--- config.mk ---
export PLATFORM = sky130hd
export DESIGN_NAME = ils_cell
export DESIGN_NICKNAME = d
export VERILOG_FILES = /design/src/hdl/ils_pkg.sv /design/src/hdl/ils_cell.sv
export SDC_FILE = /design/constraint.sdc
export NUM_CORES = 1
export LEC_CHECK = 0
export ABC_AREA = 1
export ABC_CLOCK_PERIOD_IN_PS = 6900
export BUFFER_PORTS_ARGS = -buffer_cell sky130_fd_sc_hd__buf_2
export CELL_PAD_IN_SITES_DETAIL_PLACEMENT = 1
export CELL_PAD_IN_SITES_GLOBAL_PLACEMENT = 2
export CORE_MARGIN = 1.5
export CORE_UTILIZATION = 26
export CTS_CLUSTER_DIAMETER = 150
export DETAILED_ROUTE_END_ITERATION = 12
export PLACE_DENSITY = 0.95
export SLEW_MARGIN = 20
export SYNTH_ARGS = -nofsm -noshare
export SYNTH_HDL_FRONTEND = slang
export SYNTH_SLANG_ARGS = --single-unit
--- constraint.sdc ---
create_clock -name clk -period 6.9 [get_ports clk]
set_clock_uncertainty 0.15 [all_clocks]
set_input_delay 0 -clock clk [delete_from_list [all_inputs] [get_ports clk]]
set_output_delay 0 -clock clk [all_outputs]
set_load 0.01 [all_outputs]
--- src/hdl/ils_pkg.sv ---
`timescale 1ns / 1ps
// Shared constants and types for the indexed list store.
// No dependencies.
package ils_pkg;

  localparam int CAPACITY = 256;
  localparam int IDX_W    = $clog2(CAPACITY);
  localparam int CNT_W    = $clog2(CAPACITY + 1);

  localparam int REQ_W = 2;
  localparam int POS_W = 9;
  localparam int VAL_W = 32;
  localparam int ST_W  = 2;
  localparam int LEN_W = 9;

  localparam logic [REQ_W-1:0] REQ_READ   = 2'd0;
  localparam logic [REQ_W-1:0] REQ_INSERT = 2'd1;
  localparam logic [REQ_W-1:0] REQ_APPEND = 2'd2;
  localparam logic [REQ_W-1:0] REQ_DELETE = 2'd3;

  localparam logic [ST_W-1:0] ST_DONE  = 2'd0;
  localparam logic [ST_W-1:0] ST_RANGE = 2'd1;
  localparam logic [ST_W-1:0] ST_FULL  = 2'd2;

  typedef enum logic [2:0] {
    CMD_NONE,
    CMD_INS,
    CMD_DEL,
    CMD_RDLOAD,
    CMD_RDSHIFT
  } cell_cmd_t;

  typedef struct packed {
    cell_cmd_t        cmd;
    logic [IDX_W-1:0] pos;
    logic [VAL_W-1:0] value;
  } cell_ctrl_t;

endpackage

--- src/hdl/ils_cell.sv ---
`timescale 1ns / 1ps
// One storage cell of the list chain: a value slot and a read shift stage.
// Depends on ils_pkg.
module ils_cell (
  input  logic                     clk,
  input  ils_pkg::cell_ctrl_t      ctrl,
  input  logic [ils_pkg::IDX_W-1:0] cell_idx,
  input  logic [ils_pkg::VAL_W-1:0] left_val,
  input  logic [ils_pkg::VAL_W-1:0] right_val,
  input  logic [ils_pkg::VAL_W-1:0] right_rd,
  output logic [ils_pkg::VAL_W-1:0] val,
  output logic [ils_pkg::VAL_W-1:0] rd
);
  import ils_pkg::*;

  logic [VAL_W-1:0] val_r, val_nxt;
  logic [VAL_W-1:0] rd_r, rd_nxt;

  always_comb begin
    val_nxt = val_r;
    rd_nxt  = rd_r;
    case (ctrl.cmd)
      CMD_INS: begin
        // open a gap at pos: cells past it take their left neighbor
        if (cell_idx == ctrl.pos) begin
          val_nxt = ctrl.value;
        end else if (cell_idx > ctrl.pos) begin
          val_nxt = left_val;
        end
      end
      CMD_DEL: begin
        if (cell_idx >= ctrl.pos) begin
          val_nxt = right_val;
        end
      end
      CMD_RDLOAD:  rd_nxt = val_r;
      CMD_RDSHIFT: rd_nxt = right_rd;
      default: ;
    endcase
  end

  always_ff @(posedge clk) begin
    val_r <= val_nxt;
    rd_r  <= rd_nxt;
  end

  assign val = val_r;
  assign rd  = rd_r;

endmodule

==> results.ini <==
[status]
outcome=finished, final reports clean

[yosys]
avgSynthCellArea_um2=10.05
synthCells=353
syn-num-nets=509
synth.distinct_cells=16
synth_area_um2=3548
seq_area_frac_synth=0.5416
yosys_register_bits=64
yosysWarnings=0

[global_routing]
grt_pass1_vias=4284
grt_max_degree=35
grt_pass1_wl_um=22250
grt.total_usage=0.2051
antenna_found_initial=5
grt_overflow_total=0

[routing]
wl_met2_um=8209
drt_iter0_markers=177
wl_per_cell_um=17.87
num_vias=3789
drc_errors=0
met1Wirelength_um=5475
finalWirelength_um=14990
drt_pass1_iterations=4
ant_nets=0
drt-vias-per-instance=4.516
wl_met3_um=625
top_layer=met4

[final_layout]
layout-drive-gt1-share=0.3997
layout.cells.most_common_list=buf_2, nand2_1, dlygate4sd3_1, edfxtp_1, nand3_1
num-fill-cells=1591
utilization=0.4486
syn_to_final_growth_pct=68.09
layout.nets=811
multi_input_area_um2=1484
final_common_cell=buf_2
register_area_um2=1922
final_area_um2=5964

[sta]
maxSlewHeadroom=0.2621
finalCritPeriodShare=0.4381
min_period_ps=3023
finalHoldViolCount=0
tightest_slew_ps=1103
rsz0062_at_grt=no
max_freq_mhz=330.8
setup_violations=0
finalMaxSlewViolations=0
setup_tns_ps=0

[power_and_ir_drop]
peakVddDrop_mv=0.08762
power_density_nw_per_um2=184.0
p_leak_nw=2.953
clkPwrFrac=0.353
p_sw_frac=0.2487
intPower_mw=0.8245
seq_power_share=0.433
p_comb_frac=0.214
p_switching_mw=0.2729

[run]
maxCapViolations=0

[worst_setup_path]
cpPeakStageDelay_ps=830
worst-path-max-fanout=34
critPathRequiredTime_ps=6680
cp_slowest_cell=a21oi_4
path_cells=buf_2 > inv_1 > ha_1 > nand2_1 > nor2_4 > nand2_2 > nand2_1 > nor2_1 > a21oi_4
cp-start-kind=primary input
critPathMostFrequentCell=nand2_1
end_kind=flop
criticalPathCategory=in2reg
critPathArrivalTime_ps=2810

[die]
std_cell_rows=42
io_pins=212
dieArea_um2=14360
initial_core_util=0.2669
dieHeight_um=119.8
die_x_um=119.8
core_um2=13300

[placement]
gp_congestion=0.8172
port_buffers=211
post_dp_cell_area_um2=4746
hpwl_um=9735

[clock_tree]
clk_path_buf_depth=2
cts_buffers=9
htree_levels=3
postCtsSetupBuffers=0
path_clk_slew_ps=60
clock_tree.root_cell=clkbuf_16
cts.repair.resized=0
cts_tree=done
cts_sinks=64
clkLatencyLatePin_ps=320

[worst_hold_path]
hold_class=in2reg

-- power by group through the flow --
stage	Combinational (mW)	Sequential (mW)	Clock (mW)
finish	0.235	0.475	0.388
global placement	0.172	0.480	0
CTS	0.229	0.473	0.393
global route	0.252	0.476	0.410
floorplan	0.0775	0.491	0
detailed placement	0.179	0.481	0
-- through the flow --
| stage | power (mW) | instances | setup slack, ps | hold WS (ps) |
|---|---|---|---|---|
| 2_1_floorplan | 0.5681 | 353 | 3893 | 35.56 |
| 3_3_place_gp | 0.6515 | 724 | 3690 | 129.0 |
| 3_5_place_dp | 0.6594 | 724 | 3543 | 129.0 |
| 4_1_cts | 1.095 | 834 | 3888 | 233.0 |
| 5_1_grt | 1.139 | 838 | 3606 | 250.8 |
| 6_report | 1.097 | 839 | 3877 | 221.6 |
-- cell families (layout without fill, tap and decap cells) --
kind of cell,count (synthesis),in the layout,share of synthesized area
mux,32,32,0.1322
fa+ha+maj,8,8,0.02821
other cells,0,5,0
buf+inv,31,336,0.04443
compound gates,7,7,0.009872
simple gates,211,211,0.2437
flops,64,64,0.5416
-- synthesized netlist by cell type --
cell | n | area share
nand3_1 | 32 | 0.045
nor2_1 | 3 | 0.0032
a21oi_1 | 5 | 0.0071
ha_1 | 8 | 0.028
nor2_4 | 2 | 0.0063
inv_1 | 12 | 0.013
o21ai_0 | 2 | 0.0028
edfxtp_1 | 64 | 0.54
buf_2 | 15 | 0.021
mux2_4 | 29 | 0.12
nor3_4 | 1 | 0.0046
nand2_1 | 171 | 0.18
inv_2 | 1 | 0.0011
nand2_2 | 2 | 0.0035
buf_6 | 3 | 0.0095
mux2_2 | 3 | 0.0095
-- what timing repair did --
| item | 4_1_cts | 5_1_grt |
|---|---|---|
| endpoints found under the setup margin | 0 | 0 |
| hold buffers | 96 | 0 |
| hold endpoints to repair | 64 | 0 |
-- routing by layer --
layer,GRT usage,vias up
li1,-,1788
met1,0.2087,1803
met2,0.3904,147
met3,0.03422,51
met4,0.1213,0
met5,0,-
-- sequential cells by signal, indices dropped and copies added (netlist names) --
name and flops:
rd 32, val 32
-- worst max-delay path: cells and delay by family --
| kind | cells | cell delay, ps |
|---|---|---|
| AO/OA/AOI/OAI | 1 | 830 |
| adder cells (fa/ha/maj) | 1 | 280 |
| AND/OR/NAND/NOR | 5 | 1560 |
| buffers and inverters | 2 | 110 |
-- layout make-up --
class | count | share of cell area
repair buffers | 309 | 0.3407
well taps | 176 | 0.03692
clock inverters | 2 | 0.001468
clock buffers | 12 | 0.03965
diodes | 5 | 0.002098
inverters | 13 | 0.008181
flip-flops and latches | 64 | 0.3222
multi-input cells | 258 | 0.2488
-- worst paths after layout --
kind | from | endpoint | slack, ps | cells after the start
max | ctrl[39] | val[6] | 3880 | 9
min | ctrl[42] | rd[30] | 220 | 3
max reg2reg | val[28] | rd[28] | 5740 | 1
min reg2reg | val[11] | rd[11] | 430 | 1
Note: power is estimated with default switching activity, not from simulation.
